**config.mk**
```make
export PLATFORM = sky130hd
export DESIGN_NAME = battery_voltage_to_percent_top
export DESIGN_NICKNAME = d
export VERILOG_FILES = /design/src/design/bvp_pkg.sv /design/src/design/bvp_scale.sv /design/src/design/bvp_interp.sv /design/src/design/battery_voltage_to_percent_top.sv
export SDC_FILE = /design/constraint.sdc
export NUM_CORES = 1
export LEC_CHECK = 0
export ABC_AREA = 1
export BUFFER_PORTS_ARGS = -buffer_cell sky130_fd_sc_hd__buf_2
export CORE_UTILIZATION = 59
export CTS_BUF_LIST = sky130_fd_sc_hd__clkbuf_4
export DETAILED_ROUTE_END_ITERATION = 6
export PLACE_DENSITY = 0.8
export SYNTH_ARGS = -nofsm -noshare
export SYNTH_HDL_FRONTEND = slang
export SYNTH_HIERARCHICAL = 1
export SYNTH_SLANG_ARGS = --single-unit
```
**constraint.sdc**
```tcl
create_clock -name clk -period 6 [get_ports clk]
set_clock_uncertainty 0.2 [all_clocks]
set_input_delay 0.3 -clock clk [delete_from_list [all_inputs] [get_ports clk]]
set_output_delay 0.3 -clock clk [all_outputs]
set_load 0.005 [all_outputs]
```
**src/design/bvp_pkg.sv**
```systemverilog
// ----------------------------------------------------------------------------
// bvp_pkg
// Shared constants and types for the battery voltage to percent converter.
// ----------------------------------------------------------------------------
package bvp_pkg;

  localparam int unsigned SAMPLE_W = 12;
  localparam int unsigned MV_W     = 13;
  localparam int unsigned PCT_W    = 7;
  localparam int unsigned INDEX_W  = 2;

  // Scaling: battery_mv = floor(sample * ADC_FULL_MV / ADC_FULL_CODE) * 2.
  localparam int unsigned PROD_W        = 24;
  localparam int unsigned ADC_FULL_MV   = 3300;
  localparam int unsigned ADC_FULL_CODE = 4095;
  // Reciprocal of 4095 scaled by 2^24; the estimate is low by at most one.
  localparam int unsigned RECIP_MUL     = 4097;
  localparam int unsigned RECIP_SHIFT   = 24;
  localparam int unsigned QUOT_W        = 12;

  localparam logic [MV_W-1:0] MV_MAX = MV_W'(4200);
  localparam logic [MV_W-1:0] MV_MIN = MV_W'(3000);

  // Register indexes on the configuration port.
  localparam logic [INDEX_W-1:0] REG_CHARGE_THRESHOLD = 2'd0;
  localparam logic [INDEX_W-1:0] REG_LOW_PERCENT      = 2'd1;
  localparam logic [INDEX_W-1:0] REG_CRITICAL_PERCENT = 2'd2;

  localparam logic [MV_W-1:0]  RESET_CHARGE_THRESHOLD = MV_W'(4100);
  localparam logic [PCT_W-1:0] RESET_LOW_PERCENT      = PCT_W'(15);
  localparam logic [PCT_W-1:0] RESET_CRITICAL_PERCENT = PCT_W'(5);

  // Interpolation segments, lowest first. Segment 0 spans 300 mV, the rest 100 mV.
  localparam int unsigned SEGS    = 10;
  localparam int unsigned DELTA_W = 9;
  localparam int unsigned RISE_W  = 4;
  localparam int unsigned IPROD_W = 11;
  localparam int unsigned FRAC_W  = 5;

  typedef logic [MV_W-1:0]   seg_mv_t  [SEGS];
  typedef logic [PCT_W-1:0]  seg_pct_t [SEGS];
  typedef logic [RISE_W-1:0] seg_rise_t[SEGS];

  localparam seg_mv_t SEG_LO = '{
    13'd3000, 13'd3300, 13'd3400, 13'd3500, 13'd3600,
    13'd3700, 13'd3800, 13'd3900, 13'd4000, 13'd4100
  };
  localparam seg_pct_t SEG_PCT = '{
    7'd0, 7'd5, 7'd10, 7'd20, 7'd35, 7'd50, 7'd60, 7'd70, 7'd80, 7'd90
  };
  localparam seg_rise_t SEG_RISE = '{
    4'd5, 4'd5, 4'd10, 4'd15, 4'd15, 4'd10, 4'd10, 4'd10, 4'd10, 4'd10
  };

  // Division of the interpolation product by the span: x * m >> 17, exact for x <= 1500.
  localparam int unsigned DIV_SHIFT = 17;
  localparam int unsigned DIV_M_W   = 11;
  localparam logic [DIV_M_W-1:0] DIV_M_100 = DIV_M_W'(1311);
  localparam logic [DIV_M_W-1:0] DIV_M_300 = DIV_M_W'(437);

endpackage

```
**src/design/bvp_scale.sv**
```systemverilog
// ----------------------------------------------------------------------------
// bvp_scale
// Three-stage pipeline from a converter sample to clamped battery millivolts.
// ----------------------------------------------------------------------------
module bvp_scale import bvp_pkg::*; (
  input  logic                clk,
  input  logic                rst,
  input  logic                in_valid,
  input  logic [SAMPLE_W-1:0] sample,
  output logic                out_valid,
  output logic [MV_W-1:0]     mv
);

  logic                     s1_valid;
  logic [PROD_W-1:0]        s1_prod;
  logic                     s2_valid;
  logic [PROD_W-1:0]        s2_prod;
  logic [QUOT_W-1:0]        s2_quot;
  logic [PROD_W+MV_W-1:0]   recip_prod;
  logic [PROD_W-1:0]        quot_back;
  logic [PROD_W-1:0]        rem;
  logic [QUOT_W-1:0]        quot;
  logic [MV_W-1:0]          mv_raw;
  logic [MV_W-1:0]          mv_next;

  assign recip_prod = (PROD_W+MV_W)'(s1_prod) * (PROD_W+MV_W)'(RECIP_MUL);

  // The reciprocal estimate is at most one short; one compare fixes it.
  assign quot_back = (PROD_W'(s2_quot) << 12) - PROD_W'(s2_quot);
  assign rem       = s2_prod - quot_back;
  assign quot      = (rem >= PROD_W'(ADC_FULL_CODE)) ? s2_quot + 1'b1 : s2_quot;
  assign mv_raw    = {quot, 1'b0};

  always_comb begin
    mv_next = mv_raw;
    if (mv_raw > MV_MAX) begin
      mv_next = MV_MAX;
    end else if (mv_raw < MV_MIN) begin
      mv_next = MV_MIN;
    end
  end

  always_ff @(posedge clk) begin
    if (rst) begin
      s1_valid  <= 1'b0;
      s2_valid  <= 1'b0;
      out_valid <= 1'b0;
    end else begin
      s1_valid  <= in_valid;
      s2_valid  <= s1_valid;
      out_valid <= s2_valid;
    end
    s1_prod <= PROD_W'(sample) * PROD_W'(ADC_FULL_MV);
    s2_prod <= s1_prod;
    s2_quot <= recip_prod[RECIP_SHIFT +: QUOT_W];
    mv      <= mv_next;
  end

endmodule

```
**src/design/bvp_interp.sv**
```systemverilog
// ----------------------------------------------------------------------------
// bvp_interp
// Two-stage pipeline from millivolts to interpolated state of charge.
// ----------------------------------------------------------------------------
module bvp_interp import bvp_pkg::*; (
  input  logic             clk,
  input  logic             rst,
  input  logic             in_valid,
  input  logic [MV_W-1:0]  mv,
  output logic             out_valid,
  output logic [MV_W-1:0]  mv_out,
  output logic [PCT_W-1:0] pct
);

  logic                 s1_valid;
  logic [MV_W-1:0]      s1_mv;
  logic [PCT_W-1:0]     s1_base;
  logic [IPROD_W-1:0]   s1_prod;
  logic                 s1_wide;
  logic [PCT_W-1:0]     base_next;
  logic [RISE_W-1:0]    rise_sel;
  logic [MV_W-1:0]      lo_sel;
  logic                 wide_next;
  logic [DELTA_W-1:0]   delta;
  logic [DIV_M_W-1:0]   div_m;
  logic [IPROD_W+DIV_M_W-1:0] div_prod;

  // Pick the highest segment whose low point does not exceed the voltage.
  // The top segment also covers 4200 mV exactly, which lands on 100.
  always_comb begin
    lo_sel    = SEG_LO[0];
    base_next = SEG_PCT[0];
    rise_sel  = SEG_RISE[0];
    wide_next = 1'b1;
    for (int i = 1; i < SEGS; i++) begin
      if (mv >= SEG_LO[i]) begin
        lo_sel    = SEG_LO[i];
        base_next = SEG_PCT[i];
        rise_sel  = SEG_RISE[i];
        wide_next = 1'b0;
      end
    end
  end

  assign delta    = DELTA_W'(mv - lo_sel);
  assign div_m    = s1_wide ? DIV_M_300 : DIV_M_100;
  assign div_prod = (IPROD_W+DIV_M_W)'(s1_prod) * (IPROD_W+DIV_M_W)'(div_m);

  always_ff @(posedge clk) begin
    if (rst) begin
      s1_valid  <= 1'b0;
      out_valid <= 1'b0;
    end else begin
      s1_valid  <= in_valid;
      out_valid <= s1_valid;
    end
    s1_mv   <= mv;
    s1_base <= base_next;
    s1_wide <= wide_next;
    s1_prod <= IPROD_W'(rise_sel) * IPROD_W'(delta);
    mv_out  <= s1_mv;
    pct     <= s1_base + PCT_W'(div_prod[DIV_SHIFT +: FRAC_W]);
  end

endmodule

```
**src/design/battery_voltage_to_percent_top.sv**
```systemverilog
// ----------------------------------------------------------------------------
// battery_voltage_to_percent_top
// Converts converter samples to battery millivolts, charge percent and flags.
// ----------------------------------------------------------------------------
// Usage: raise start with adc_sample for one cycle per request. busy is
// always low, so a request is taken in every cycle in which start is high.
// Each request gives one result: done pulses high for exactly one cycle with
// battery_mv, charge_percent, is_charging, is_low and is_critical valid.
// Throughput is one request per cycle. The six stages are the scale
// multiply, the reciprocal multiply, the remainder correction and clamp,
// the segment lookup with its small multiply, the span division by
// reciprocal, and the flag compares in the output register.
// The configuration port writes a register whenever wr_en is high; index 0
// is the charging threshold, 1 the low percent, 2 the critical percent, and
// index 3 is ignored. Write only while no request is in flight.
// Reset clears the pipeline valid bits and restores the register defaults
// (4100 mV, 15 percent, 5 percent). The receiver cannot stall the results.
// ----------------------------------------------------------------------------
module battery_voltage_to_percent_top import bvp_pkg::*; (
  input  logic                clk,
  input  logic                rst,
  input  logic                start,
  output logic                busy,
  input  logic [SAMPLE_W-1:0] adc_sample,
  input  logic                wr_en,
  input  logic [INDEX_W-1:0]  wr_index,
  input  logic [MV_W-1:0]     wr_data,
  output logic                done,
  output logic [MV_W-1:0]     battery_mv,
  output logic [PCT_W-1:0]    charge_percent,
  output logic                is_charging,
  output logic                is_low,
  output logic                is_critical
);

  logic [MV_W-1:0]  charge_threshold_mv;
  logic [PCT_W-1:0] low_percent;
  logic [PCT_W-1:0] critical_percent;
  logic             mv_valid;
  logic [MV_W-1:0]  mv;
  logic             pct_valid;
  logic [MV_W-1:0]  pct_mv;
  logic [PCT_W-1:0] pct;

  assign busy = 1'b0;

  always_ff @(posedge clk) begin
    if (rst) begin
      charge_threshold_mv <= RESET_CHARGE_THRESHOLD;
      low_percent         <= RESET_LOW_PERCENT;
      critical_percent    <= RESET_CRITICAL_PERCENT;
    end else if (wr_en) begin
      case (wr_index)
        REG_CHARGE_THRESHOLD: charge_threshold_mv <= wr_data;
        REG_LOW_PERCENT:      low_percent         <= wr_data[PCT_W-1:0];
        REG_CRITICAL_PERCENT: critical_percent    <= wr_data[PCT_W-1:0];
        default: ;
      endcase
    end
  end

  bvp_scale u_scale (
    .clk       (clk),
    .rst       (rst),
    .in_valid  (start),
    .sample    (adc_sample),
    .out_valid (mv_valid),
    .mv        (mv)
  );

  bvp_interp u_interp (
    .clk       (clk),
    .rst       (rst),
    .in_valid  (mv_valid),
    .mv        (mv),
    .out_valid (pct_valid),
    .mv_out    (pct_mv),
    .pct       (pct)
  );

  always_ff @(posedge clk) begin
    if (rst) begin
      done <= 1'b0;
    end else begin
      done <= pct_valid;
    end
    battery_mv     <= pct_mv;
    charge_percent <= pct;
    is_charging    <= pct_mv > charge_threshold_mv;
    is_low         <= pct <= low_percent;
    is_critical    <= pct <= critical_percent;
  end

endmodule
```
After elaboration in Yosys (flattened, before gate mapping)
Cells that the tools add are included.
- bits of input ports: 31
- word-level logic and storage cells: 92
- bits in registers: 177
- output and inout bits: 25
- reduce and logical (&&, ||, !) cells: 9
- multipliers: 4
- eq/ne operators: 2
- $lt $le $gt $ge: 15
- $add $sub $neg: 5
- muxes and demuxes: 29
- operators with widths (cell ; number):
    13-bit by 12-bit greater-or-equal comparator with 1-bit output (second input constant) ; 8
    9-bit two-way mux ; 9
    4-bit two-way mux ; 10
    22-bit by 13-bit multiplier with 34-bit output (second input constant) ; 1
    24-bit by 12-bit greater-or-equal comparator with 1-bit output (second input constant) ; 1
    24-bit by 12-bit subtractor with 24-bit output ; 1
    24-bit subtractor ; 1
    11-bit by 11-bit multiplier with 22-bit output ; 1
    12-bit by 10-bit multiplier with 22-bit output (second input constant) ; 1
    6-bit two-way mux ; 3
    7-bit <= comparator ; 2
    13-bit greater-or-equal comparator (second input constant) ; 1
    13-bit greater-than comparator ; 1
    13-bit greater-than comparator (second input constant) ; 1
    13-bit by 12-bit less-than comparator with 1-bit output (second input constant) ; 1
    13-bit two-way mux ; 1
    12-bit by 1-bit adder with 12-bit output (second input constant) ; 1
    12-bit two-way mux ; 1
    4-bit by 9-bit multiplier with 11-bit output ; 1
    11-bit two-way mux ; 1
    5-bit two-way mux ; 2
    9-bit subtractor ; 1
    8-bit OR reduction ; 1
    7-bit by 5-bit adder with 7-bit output ; 1
    9 further kinds ; 12

Longest topological paths before layout
- depth after elaboration: 12
- mapped depth: 37

By module
The synthesis kept the hierarchy.
- modules (own cells, without submodules) (module ; area an instance (um^2) ; seq. area each (um^2) ; times used ; cells each):
    bvp_scale ; 6976.7 ; 1421.4 ; 1 ; 936
    bvp_interp ; 5926.9 ; 1081.0 ; 1 ; 699
    battery_voltage_to_percent_top ; 2108.3 ; 1021.0 ; 1 ; 241

Least setup slack after synthesis
No wires, ideal clock.
- path kind: register -> register
- start point: register u_interp.s1_wide
- end point: register u_interp.pct[5]
- stages on the path, launching flop included: 29
- slack: 283 ps
- arrival time: 5445 ps
- data required time: 5728 ps
- period minus slack after synthesis: 5717 ps
- setup time: 72 ps
- cell sequence: dfxtp_1 -> clkbuf_1 -> nor2_1 -> fa_1 -> inv_1 -> fa_1 -> inv_1 -> fa_1 -> fa_1 -> inv_1 -> fa_1 -> inv_1 -> ha_1 -> a21oi_1 -> o21ai_0 -> a21oi_1 -> nand2_1 -> nand3_1 -> nand2_1 -> xor2_1 -> ha_1 -> a21oi_1 -> inv_1 -> a31oi_1 -> nor2_1 -> nor2_1 -> nor2_1 -> nor2_1 -> xnor2_1
- cells in the longest elaborated chain, start to end: 3
- RTL lines (what ; line ; RTL):
    start: declaration ; bvp_interp.sv:19 ; logic s1_wide;
    start signal: assignment ; bvp_interp.sv:59 ; s1_wide <= wide_next;
    11-bit two-way mux ; bvp_interp.sv:46 ; assign div_m = s1_wide ? DIV_M_300 : DIV_M_100;
    11-bit by 11-bit multiplier with 22-bit output ; bvp_interp.sv:47 ; assign div_prod = (IPROD_W+DIV_M_W)'(s1_prod) * (IPROD_W+DIV_M_W)'(div_m);
    7-bit by 5-bit adder with 7-bit output ; bvp_interp.sv:62 ; pct <= s1_base + PCT_W'(div_prod[DIV_SHIFT +: FRAC_W]);
    end signal: assignment ; bvp_interp.sv:62 ;
    end: declaration ; bvp_interp.sv:12 ; output logic [PCT_W-1:0] pct
No other way between the ends.
A chain may end at the register's enable or synchronous reset.

Worst setup path after layout
Ends and elaborated chain as after synthesis.

==> reports/results.ini <==
[setup_path]
worstPathRequired_ns = 6.33
crit_top_cell = inv_1
reg2reg_to = u_interp/pct[5]
startpoint = u_interp/s1_wide
cpPeakStageDelay_ns = 0.54
critPathCaptureType = register
critPathLaunchType = register
crit_fanout = 11
r2r-start = u_interp/s1_wide
endpoint = u_interp/pct[5]
rr_worst_depth = 32
worstPathArrival_ns = 6.16
critPathKind = reg -> reg
crit_slowest_cell = fa_1
r2r_setup_slack_ns = 0.16

[status]
outcome = completed

[synthesis]
yosysSeqAreaShare_pct = 23.47
yosysMostFrequentCell = inv_1
yosysWarnings = 6
yosysTopAreaCell = dfxtp_1
synth_seq_cells = 176
synth_common_cells = 427 x inv_1, 345 x nand2_1, 265 x ha_1, 176 x dfxtp_1, 124 x nor2_1
syn-cell-area_sq_um = 15010
netlist_instances = 1876
synth_nets = 2277
async_reset_ff_share_pct = 0
synthDistinctLibCells = 49
synth_ff_type = dfxtp_1
ys_top_cells_by_area = dfxtp_1 23%, ha_1 22%, fa_1 14%, inv_1 11%, nand2_1 8.6%
avgSynthCellArea_sq_um = 8.002
synth_top_area_share_pct = 23.47
synth-edff-count = 0

[global_routing]
grt_pass1_wl_um = 54170
grt_antenna_before_repair = 1
grt_start_max_net_pins = 28
grt_usage_pct = 25.82
grt_pass1_vias = 11870
overflow = 0

[cts]
cts_tree = done
cts_max_level = 4
clkSinkCount = 176
clk_latency_ns = 0.59
cts_made_buffers = 17
cts_buffer_depth = 2
path_clk_slew_ns = 0.18
cts_root_buffer = clkbuf_4

[drt]
drc = 0
dr.pass1.iters = 5
drt-wirelength-per-cell_um = 14.11
routed_wl_um = 32870
vias = 12030
postRouteAntennaNets = 0
vias_per_cell = 5.164
drt_iter0_drc = 796

[sta]
rsz0062_at_grt = true
slew_headroom_pct = 51.32
min_period_ns = 5.839
setup_viol = 0
tightest_slew_ns = 0.7294
hold_violations = 0
fmax_ghz = 0.1713
slew_viol_final = 0
fin_tns_setup_ns = 0
finalCritPeriodShare_pct = 97.31

[floorplanning]
die_width_um = 161.5
dieArea_sq_um = 26090
io_pins = 56
start_util_pct = 59.96
num_rows = 58
coreArea_sq_um = 25040
die_h_um = 161.5

[finish]
nets = 2386
syn2layout_area_growth_pct = 9.718
post_route_cells_drive_above_1_share_pct = 9.209

[placement]
dp_hpwl_um = 27030
gp_congestion = 0.9575
io_buffers = 54

[run]
max-cap-violations = 0

[worst_hold_path]
hp-class = reg -> reg

[sequential cells by signal, summed over array words and instances, names as in the netlist, 7 cells and up]
name                 cells
battery_mv              13
charge_percent           7
u_interp/mv_out         13
u_scale/s2_quot         12
low_percent              7
u_scale/s1_prod         22
u_scale/s2_prod         22
u_interp/s1_mv          13
charge_threshold_mv     13
u_scale/mv              12
critical_percent         7
u_interp/s1_prod        11
u_interp/s1_base         7
u_interp/pct             7
[per-layer routing]
metal	GRT usage, %	up-vias	part of all wire, %
met3	3.261	57	3.5
met2	47.55	281	51
met5	0	-	0
met4	8.576	0	2.5
li1	-	6063	-
met1	30.84	5625	43
[cells by family after synthesis]
group | synth area share (%)
other | 0.05003
XOR/XNOR | 3.434
adder cells (fa/ha/maj) | 36.09
buffers and inverters | 11.55
flip-flops | 23.47
AND/OR/NAND/NOR | 18.44
AO/OA/AOI/OAI | 6.968
[final cells by class]
type,count,area [sq um]
fill,2026,8566
tap,330,412.9
clock buffer,17,127.6
multi-input combinational,1247,9821
inverter,442,1659
clock inverter,15,216.5
sequential,176,3526
timing repair buffer,101,705.7
antenna,1,2.502
[cells in the final DEF, fill, tap and decap left out, types with 14 or more instances in the layout]
master,n
a21oi_1,94
buf_2,54
buf_4,15
clkbuf_4,17
dfxtp_1,174
dlygate4sd3_1,30
fa_1,105
ha_1,263
inv_1,427
inv_2,14
nand2_1,343
nand2_2,19
nand3_1,65
nand4_1,22
nor2_1,123
o21ai_0,33
o21ai_1,16
xor2_1,45
[through the flow]
step / setup slack [ns] / instance area [sq um] / hold slack (ns) / instances / utilization [%]
after floorplan: 0.2826 / 15010 / 0.1096 / 1876 / -
final: 0.1612 / 16470 / 0.1348 / 2329 / 65.79
after CTS: 0.01420 / 16390 / 0.1147 / 2327 / 65.47
after global routing: -0.08076 / 16470 / 0.1361 / 2329 / 65.79
after detailed placement: 0.04630 / 15740 / 0.1121 / 2265 / 62.87
after global placement: 0.2496 / 15740 / 0.1097 / 2265 / 62.87
[worst max-delay path, delay by kind of cell (launching register included)]
| kind | cells | cell delay, ns |
|---|---|---|
| compound gates | 2 | 0.31 |
| fa+ha+maj | 7 | 2.91 |
| flops | 1 | 0.40 |
| buf+inv | 9 | 0.66 |
| simple gates | 12 | 1.00 |
| xor+xnor | 2 | 0.28 |
[worst min path at each step]
stage	startpoint	to	slack, ns	depth (start not counted)
2_1_floorplan	u_interp/s1_mv[0]	u_interp/mv_out[0]	0.11	0
3_3_place_gp	u_interp/s1_mv[3]	u_interp/mv_out[3]	0.11	0
3_5_place_dp	u_interp/s1_mv[0]	u_interp/mv_out[0]	0.11	0
4_1_cts	adc_sample[11]	u_scale/s1_prod[23]	0.11	4
5_1_grt	u_interp/s1_mv[10]	u_interp/mv_out[10]	0.14	0
6_report	u_interp/s1_mv[10]	u_interp/mv_out[10]	0.13	0
[what timing repair did]
action,CTS,global route
setup endpoints to repair,1,3
pin swaps,0,2
buffers inserted,0,1
resized for setup,1,17
hold endpoints to repair,39,0
hold buffers,30,0
Power is left out: the tool's default activity adds up to more than one toggle a clock period on the data nets, which glitch-free logic cannot reach.
